===== src/hdl/lznhc_pkg.sv =====
// Shared constants and types for the nibble history copy unit.
package lznhc_pkg;

   localparam int HIST_AW   = 16;
   localparam int HIST_DEPTH = 1 << HIST_AW;
   localparam int NIB_W     = 4;
   localparam int OFF_W     = 16;
   localparam int LEN_W     = 7;
   localparam int MAX_RUN   = 64;
   localparam int QUEUE_AW  = 2;
   localparam int QUEUE_DEPTH = 1 << QUEUE_AW;

   localparam int REQ_DATA_W = 32;
   localparam int RSP_DATA_W = 8;

   localparam logic ACT_LITERAL = 1'b0;
   localparam logic ACT_MATCH   = 1'b1;

   typedef struct packed {
      logic             is_lit;
      logic [NIB_W-1:0] nib;
      logic [OFF_W-1:0] offset;
      logic [LEN_W-1:0] len;
   } cmd_type;

endpackage


===== src/hdl/lznhc_front.sv =====
// Front part: accepts requests, saturates lengths and drops empty matches.
module lznhc_front (
   input  logic                                 req_tvalid,
   output logic                                 req_tready,
   input  logic [lznhc_pkg::REQ_DATA_W-1:0]     req_tdata,
   input  logic                                 req_tuser,
   input  logic                                 q_full,
   output logic                                 q_push,
   output lznhc_pkg::cmd_type                   q_cmd
);

   logic [lznhc_pkg::LEN_W-1:0] raw_len;
   logic                        is_lit;
   logic                        drop;

   always_comb begin
      is_lit  = (req_tuser == lznhc_pkg::ACT_LITERAL);
      raw_len = req_tdata[26:20];
      drop    = !is_lit && (raw_len == '0);

      q_cmd.is_lit = is_lit;
      q_cmd.nib    = req_tdata[3:0];
      q_cmd.offset = req_tdata[19:4];
      q_cmd.len    = (raw_len > lznhc_pkg::LEN_W'(lznhc_pkg::MAX_RUN))
                     ? lznhc_pkg::LEN_W'(lznhc_pkg::MAX_RUN) : raw_len;

      req_tready = !q_full;
      q_push     = req_tvalid && !q_full && !drop;
   end

endmodule


===== config.mk =====
export PLATFORM = sky130hd
export DESIGN_NAME = lznhc_front
export DESIGN_NICKNAME = d
export VERILOG_FILES = /design/src/hdl/lznhc_pkg.sv /design/src/hdl/lznhc_front.sv
export SDC_FILE = /design/constraint.sdc
export NUM_CORES = 1
export LEC_CHECK = 0
export ABC_AREA = 1
export BUFFER_PORTS_ARGS = -buffer_cell sky130_fd_sc_hd__buf_4
export CAP_MARGIN = 15
export CORE_AREA = 2 2 39 41
export DETAILED_ROUTE_END_ITERATION = 12
export DIE_AREA = 0 0 41 43
export PLACE_DENSITY = 0.82
export SYNTH_ARGS = -nofsm -noshare
export SYNTH_HDL_FRONTEND = slang
export SYNTH_SLANG_ARGS = --single-unit

===== constraint.sdc =====
create_clock -name vclk -period 0.8
set_input_delay 0.04 -clock vclk [all_inputs]
set_output_delay 0.04 -clock vclk [all_outputs]
set_load 0.02 [all_outputs]

# Word-level counts from Yosys, hierarchy flattened
# Cells that the tools add are included.
# totals
register_bits,0
word_cells,9
in_bits,35
output_inout_bits,30
# classes
magnitude_cmp,1
bitwise,1
reduce_logical,6
mux,1
# ops
operator,count
> comparator 7 bit (second input constant),1
logical NOT 7 bit,1
two-way mux 7 bit,1
logical AND 1 bit,3
logical NOT 1 bit,2
inverter 1 bit,1

# Depth between registers and ports, before layout
# depth
depth_word,4
ltp_mapped,4
ltp_nobuf,4

# Worst setup path after synthesis
# Ideal clock, no wire load.
# synth_timing
path_kind,input to output
from,in req_tdata[24] (netlist name)
to,out q_cmd[0] (netlist name)
path_buffers,0
path_stages,3
t_required_ns,0.760
arrival_ns,0.769
slack_ns,-0.009
cell_sequence,nor2_1 > nand3_2 > a21boi_0
# synth_lines
item,line,rtl
"start, declared",lznhc_front.sv:5,"input logic [lznhc_pkg::REQ_DATA_W-1:0] req_tdata,"
"end, declared",lznhc_front.sv:9,output lznhc_pkg::cmd_type q_cmd

==> results_dict.tcl <==
set metrics [dict create \
    power_mw 0.1726 \
    cp_max_fo 5 \
    syn_area_per_cell_um2 6.319 \
    grt_pass1_wl_um 848 \
    core-area_mm2 0.001384 \
    num_antenna_cells 0 \
    powerDensity_mw_per_mm2 570.1 \
    peakVddDrop_mv 0.1910 \
    grt_max_degree 9 \
    io_pins 65 \
    pwr-share-seq_pct 0 \
    p_clk_share_pct 0 \
    finalHoldViolations 0 \
    die_w_um 41 \
    die_area_mm2 0.001763 \
    numSequentialCells 0 \
    internal_power_mw 0.08577 \
    swShare_pct 50.31 \
    nFillCells 152 \
    fin_crit_sh_pct 93.97 \
    p_leak_nw 0.1534 \
    drt_iter0_markers 1 \
    drc 0 \
    synth_cell_types 8 \
    tightest_slew_ns 0.1288 \
    grt_antenna_before_repair 0 \
    routed_wl_um 593 \
    crit_required_ns 0.76 \
    timing.hold.ws_ns 0.08001 \
    layout.nets 75 \
    gp_congestion 0.7009 \
    multi_input_comb_area_um2 113.9 \
    fmax_mhz 1330 \
    synth.net_count 75 \
    drive_gt1_share_pct 68.42 \
    max-slew-margin-rel_pct 91.36 \
    tns_ns 0 \
    startpoint_type "input port" \
    nClkBuffers 0 \
    crit_arrival_ns 0.71 \
    post-place-ws_ns -0.07528 \
    setup_viol 0 \
    criticalPathCategory "in -> out" \
    hold_path.class "in -> out" \
    grt_pass1_vias 191 \
    ys.warnings.count 0 \
    final_util_pct 21.88 \
    status "completed" \
    register_area_um2 0 \
    seq_area_frac_synth_pct 0 \
    endpoint_kind "output port" \
    max_cap_violations 0 \
    syn_inst 40 \
    cts_hold_buf 0 \
    via_per_inst 3.741 \
    drt-pass1-iter-count 2 \
    fin_ws_ns 0.04821 \
    start_util_pct 18.26 \
    final_max_slew_viol_count 0 \
    area_growth_syn_to_layout_pct 19.80 \
    fp-row-count 14 \
    drt.antenna.violating_nets 0 \
    port_buffers 20 \
    post-route-min-period_ns 0.7518 \
    grt_overflow 0 \
    die_h_um 43 \
    synth_area_um2 252.7 \
    pwr-share-comb_pct 100.0 \
    wire_per_inst_um 10.98 \
    p_sw_mw 0.08686 \
    grt_use_total_pct 6.693 \
    vias 202 \
]
power by group through the flow:
stage / logic [mW] / clock network, mW / registers, mW
2_1_floorplan: 0.211 / 0 / 0
3_3_place_gp: 0.146 / 0 / 0
3_5_place_dp: 0.149 / 0 / 0
4_1_cts: 0.150 / 0 / 0
5_1_grt: 0.185 / 0 / 0
6_report: 0.173 / 0 / 0
metrics by stage:
| step | area, um2 | std cells |
|---|---|---|
| after floorplan | 252.7 | 40 |
| after global placement | 261.5 | 54 |
| after detailed placement | 261.5 | 54 |
| after CTS | 261.5 | 54 |
| after global routing | 302.8 | 54 |
| final | 302.8 | 54 |
layout by cell type (no fill, tap or decap), drive strengths merged:
cell type,count
buf,20
nor2,7
inv,4
a21boi,4
nand3,1
nand2,1
or2,1
layer usage:
metal,share of wire [%],GRT usage (%),vias up
li1,-,-,95
met1,26,6.013,79
met2,55,13.13,28
met3,19,2.094,0
met4,0,1.333,0
met5,0,0,-
final timing paths:
kind     startpoint        end  cells past startpoint
max   req_tdata[24]   q_cmd[0]                      5
min    req_tdata[7]  q_cmd[10]                      0
cells in the mapped netlist:
| master | number | area share (%) |
|---|---|---|
| buf_4 | 21 | 62 |
| nor2_1 | 7 | 10 |
| a21boi_0 | 4 | 12 |
| inv_1 | 4 | 5.9 |
| clkbuf_1 | 1 | 1.5 |
| nand2_1 | 1 | 1.5 |
| nand3_2 | 1 | 4.0 |
| or2_1 | 1 | 2.5 |
cell families after synthesis:
family	synth area share, %
AO/OA/AOI/OAI	11.88
buffers and inverters	69.80
AND/OR/NAND/NOR	18.32
critical path, stage by stage:
cell      delay, ns
buf_4          0.12
nor2_4         0.12
nand3_4        0.11
a21boi_2       0.18
buf_6          0.14
cell type report:
type,count,share of cell area [%]
Tap cell,16,6.612
Multi-Input combinational cell,14,37.60
Timing Repair Buffer,20,50.83
Inverter,4,4.959
timing repair:
action                     4_1_cts  5_1_grt
gates cloned                     0        0
setup endpoints to repair        1        4
resized for setup                1       13
pin swaps                        0        2
setup buffers                    0        0
(Power assumes the default switching activity.)
