## src/hdl/lznhc_pkg.sv

```systemverilog
// Shared constants and types for the nibble history copy unit.
package lznhc_pkg;

   localparam int HIST_AW   = 16;
   localparam int HIST_DEPTH = 1 << HIST_AW;
   localparam int NIB_W     = 4;
   localparam int OFF_W     = 16;
   localparam int LEN_W     = 7;
   localparam int MAX_RUN   = 64;
   localparam int QUEUE_AW  = 2;
   localparam int QUEUE_DEPTH = 1 << QUEUE_AW;

   localparam int REQ_DATA_W = 32;
   localparam int RSP_DATA_W = 8;

   localparam logic ACT_LITERAL = 1'b0;
   localparam logic ACT_MATCH   = 1'b1;

   typedef struct packed {
      logic             is_lit;
      logic [NIB_W-1:0] nib;
      logic [OFF_W-1:0] offset;
      logic [LEN_W-1:0] len;
   } cmd_type;

endpackage

```

## src/hdl/lznhc_cmd_queue.sv

```systemverilog
// Short command queue between the front and back parts.
module lznhc_cmd_queue (
   input  logic               clock,
   input  logic               reset,
   input  logic               push,
   input  lznhc_pkg::cmd_type push_cmd,
   output logic               full,
   input  logic               pop,
   output lznhc_pkg::cmd_type head,
   output logic               empty
);

   lznhc_pkg::cmd_type entry_ff [lznhc_pkg::QUEUE_DEPTH];
   logic [lznhc_pkg::QUEUE_AW-1:0] wr_ptr_ff, wr_ptr_in;
   logic [lznhc_pkg::QUEUE_AW-1:0] rd_ptr_ff, rd_ptr_in;
   logic [lznhc_pkg::QUEUE_AW:0]   count_ff, count_in;

   always_comb begin
      full      = (count_ff == (lznhc_pkg::QUEUE_AW+1)'(lznhc_pkg::QUEUE_DEPTH));
      empty     = (count_ff == '0);
      head      = entry_ff[rd_ptr_ff];
      wr_ptr_in = wr_ptr_ff + lznhc_pkg::QUEUE_AW'(push);
      rd_ptr_in = rd_ptr_ff + lznhc_pkg::QUEUE_AW'(pop);
      count_in  = count_ff + (lznhc_pkg::QUEUE_AW+1)'(push)
                  - (lznhc_pkg::QUEUE_AW+1)'(pop);
   end

   always_ff @(posedge clock) begin
      if (push) begin
         entry_ff[wr_ptr_ff] <= push_cmd;
      end
   end

   always_ff @(posedge clock) begin
      if (reset) begin
         wr_ptr_ff <= '0;
         rd_ptr_ff <= '0;
         count_ff  <= '0;
      end else begin
         wr_ptr_ff <= wr_ptr_in;
         rd_ptr_ff <= rd_ptr_in;
         count_ff  <= count_in;
      end
   end

endmodule

```

## config.mk

```make
export PLATFORM = sky130hd
export DESIGN_NAME = lznhc_cmd_queue
export DESIGN_NICKNAME = d
export VERILOG_FILES = /design/src/hdl/lznhc_pkg.sv /design/src/hdl/lznhc_cmd_queue.sv
export SDC_FILE = /design/constraint.sdc
export NUM_CORES = 1
export LEC_CHECK = 0
export BUFFER_PORTS_ARGS = -buffer_cell sky130_fd_sc_hd__buf_2
export CAP_MARGIN = 20
export CORE_MARGIN = 1.5
export CORE_UTILIZATION = 48
export CTS_CLUSTER_SIZE = 12
export DETAILED_ROUTE_END_ITERATION = 6
export PLACE_DENSITY_LB_ADDON = 0.3
export RECOVER_POWER = 50
export REMOVE_ABC_BUFFERS = 1
export SLEW_MARGIN = 20
export SYNTH_ARGS = -nofsm -noshare
export SYNTH_HDL_FRONTEND = slang
export SYNTH_SLANG_ARGS = --single-unit
```

## constraint.sdc

```tcl
create_clock -name clock -period 4.05 [get_ports clock]
set_clock_uncertainty 0.1 [all_clocks]
set_input_delay 0.405 -clock clock [delete_from_list [all_inputs] [get_ports clock]]
set_output_delay 0.405 -clock clock [all_outputs]
set_load 0.05 [all_outputs]
```

* Word level (Yosys, flattened, before mapping) *
Memory sizes are Yosys's and may differ from the RTL's. A register that Yosys moved wholly into a read port is not among the register bits.
Index checks and enable logic that the tools add are counted.

storage, ports and cells
  bits in registers = 7
  RAM bits = 112
  input port bits = 32
  memories kept = 1

cells by class
  add/subtract/negate cells = 4
  equality and inequality tests = 1
  mux-type cells = 3
  reductions and logical operators = 1

memories
  name      depth  bits a word  rd ports  clocked after Yosys merged registers in  write ports  RTL line               RTL
  entry_ff  4      28           1         1                                        1            lznhc_cmd_queue.sv:13  lznhc_pkg::cmd_type entry_ff [lznhc_pkg::QUEUE_DEPTH];

operators by type and width
  operator              count
  $add A2 B1 Y2         2
  $add A3 B1 Y3         1
  $eq A3 B3 Y1 const B  1
  $logic_not A3 Y1      1
  $sub A3 B1 Y3         1
  $mux W1               2
  $mux W2               1

* Logic depth before layout (Yosys ltp) *
  depth in word-level cells = 2
  depth in mapped cells = 7
  depth with buffers taken out = 7

* Least setup slack after synthesis *
Ideal clock, no wire load.

  kind = in2reg
  start = input push
  end = memory entry_ff[0][0] in the netlist's numbering, enable pin
  library setup time = 0.454 ns
  arrival time = 2.492 ns
  required time = 3.496 ns
  slack = 1.003 ns
  cell stages on the path = 1
  path buffers = 0
  cell sequence = nor3b_1

between the ends
  longest elaborated chain between the ends = 2

ends and longest elaborated chain
  element                        RTL line               RTL
  start: declaration             lznhc_cmd_queue.sv:5   input logic push,
  $mux W1                        lznhc_cmd_queue.sv:29  if (push) begin
  $mux W1 (not written as such)  lznhc_cmd_queue.sv:30  entry_ff[wr_ptr_ff] <= push_cmd;
  end: declaration               lznhc_cmd_queue.sv:13

Every way passes these cells.

==> metrics.txt <==
WP buf/inv=1; clk buf depth=2; Slew @ Worst Pin=~1 ns; sequential-to-total area share from yosys stat=between 70% and 80%; Max Freq=about 340 MHz; Yosys top cell area share=75.8%; largest net degree at the start of global routing=30; pwr dens=~600 mW/mm²; Async S/R FF share, synth=0%; vias per inst=approximately 5.3; CTS tree=yes; final instance area=~0.0055 mm²; CTS root buf=clkbuf_8; Rel. slew slack=32.0%; # fillers=~650; crit-path leading delay family=flip-flops; number of flops mapped to enable cells by yosys=between 100 and 150; fin crit share=between 70 and 80%; H-tree depth=4; Slew Viols, Final=0; crit-path max cell delay=1.00 ns; die height=about 100 µm; Yosys cell types=19; Critical Path Sink Type=primary output; Avg Inst Size Synth=approximately 25 µm²; total track usage=approximately 15%; CP Launch Type=flop; Hold Buf Count CTS=4; slowest stage cell, crit path=dfxtp_2; detailed-route wire length=approximately 7 mm; cells along the critical path=mux4_1 -> buf_2; Routed Antenna Nets=0; flip-flop and latch count after synthesis=approximately 120; Port Buf Inserts=61; Critical Path RT=about 3.5 ns; # clock sinks=roughly 120; core box area=roughly 0.009 mm²; fin crit period=around 2.9 ns; Finished Layout Cells=roughly 380; first-pass GRT wire length=approximately 11 mm; worst path arrival time=between 2 and 2.5 ns; Starting Density=about 50%; routability-driven placement congestion ratio=approximately 0.66; Area Growth Syn to Fin=23.1%; Hold Path Class=in2reg; CTS resizes=0; IO Pins=between 60 and 70; drt wl/cell=between 15 and 20 µm; Cell Area, Synth=0.00443 mm²; maximum vdd ir drop=between 0.0006 and 0.0007 V; Crit Path Max Fanout=29; ranking of synthesized cells by area=edfxtp_1 76%, mux4_2 10%, mux4_1 4.7%, dfxtp_1 3.2%, ha_1 1.1%; YS warnings=0; synthesized netlist cell count=around 180; Worst-path clk slew=0.05 ns; crit path kind=reg2out; top_reg_cell synth=edfxtp_1; sum of negative setup slack=0 ns; diode count=0; MaxCap Viol Count=0; die width=99.1 µm; count leader, synth=edfxtp_1; DRC violations left=0; final setup violation count=0; cell taking the most area after synthesis=edfxtp_1; row cnt=34; initial antenna violation count=0; Pre-Repair DR Iteration Count=4; clock latency on the worst-skew pair=approximately 0.50 ns; placed instance area=a little under 0.005 mm²; Post-Place Cells=346; vias in the first global route=2164; Num CTS Buffers=17; total grt overflow=0; Final HPWL DP=approximately 4.2 mm; RSZ-0062 raised after global routing=no; number of setup buffers added after CTS=0; die area=approximately 0.01 mm²; nets@finish=~300; Static Leakage=around 1.9 nW; layout cells sized above 1=between 30% and 40%; Final Hold Fails=0; outcome=finished, final reports clean; routed via count=just over 2k; most frequent cells after synthesis=112 x edfxtp_1, 20 x mux4_2, 8 x mux4_1, 7 x dfxtp_1; 1st-iter DRT viols=67
==> worst register-to-register path, stage by stage, from the launching register on <==
cell	delay [ns]
dfxtp_1	0.36
nor3b_1	0.73
clkbuf_1	0.52
==> power by group <==
| group | switching [mW] | internal (mW) |
|---|---|---|
| Clock | 0.496 | 0.990 |
| Combinational | 0.279 | 0.139 |
| Sequential | 0.0374 | 1.42 |
| Total | 0.813 | 2.54 |
==> registers in the layout, indices dropped and copies added, names as in the netlist <==
register / flops
rd_ptr_ff: 2
count_ff: 3
wr_ptr_ff: 2
entry_ff: 112
==> cells by family after synthesis <==
kind of cell               share of synthesized area, %
DFF                                                79.0
muxes                                              14.9
and+or+nand+nor                                    1.75
buffers and inverters                              1.83
adders and majority gates                          1.58
xor gates and xnor gates                          0.931
==> final cells by class <==
type | count | area (µm²) | area share, %
multi-input combinational | 50 | 858 | 15.7
tap | 108 | 135 | 2.47
timing repair buffer | 70 | 347 | 6.35
clock inverter | 14 | 183 | 3.35
sequential | 119 | 3500 | 64.2
clock buffer | 18 | 418 | 7.65
inverter | 4 | 15.0 | 0.275
==> path summary, 6_finish.rpt <==
| path | start | to | slack [ns] | depth (start not counted) |
|---|---|---|---|---|
| worst max register to register | wr_ptr_ff[0] | entry_ff[0][5] | 1.97 | 2 |
| worst min register to register | wr_ptr_ff[1] | wr_ptr_ff[1] | 0.49 | 2 |
| worst max-delay path | rd_ptr_ff[0] | head[27] | 1.14 | 2 |
| worst min-delay path | reset | rd_ptr_ff[0] | 0.06 | 2 |
==> routing by layer <==
| layer | GRT usage [%] | vias up | routed length [µm] |
|---|---|---|---|
| met5 | 0 | - | 0 |
| met4 | 5.20 | 0 | 85 |
| met3 | 5.97 | 12 | 354 |
| met2 | 28.2 | 47 | 3830 |
| met1 | 16.6 | 1043 | 2740 |
| li1 | - | 928 | - |
==> layout by cell type (no fill, tap or decap), drive strengths merged <==
cell,instances
clkinv,6
nor3,1
buf,36
clkinvlp,4
bufinv,4
inv,4
and3,2
xor3,1
xnor2,2
and3b,1
nand2,1
dfxtp,7
fa,1
clkbuf,47
ha,4
dlygate4sd3,5
nor2b,4
edfxtp,112
nor2,4
nor3b,1
mux4,28
==> metrics by stage <==
stage	total power, mW	utilization [%]	hold slack [ns]	setup WS (ns)
final	3.36	61.7	0.0568	1.14
after global routing	3.47	61.7	0.0562	0.953
after CTS	3.40	62.1	0.000180	1.05
after detailed placement	1.91	54.9	0.488	1.59
after global placement	1.89	54.9	0.458	1.63
after floorplan	1.79	-	0.377	1.00
Note: power is estimated with default switching activity, not from simulation.
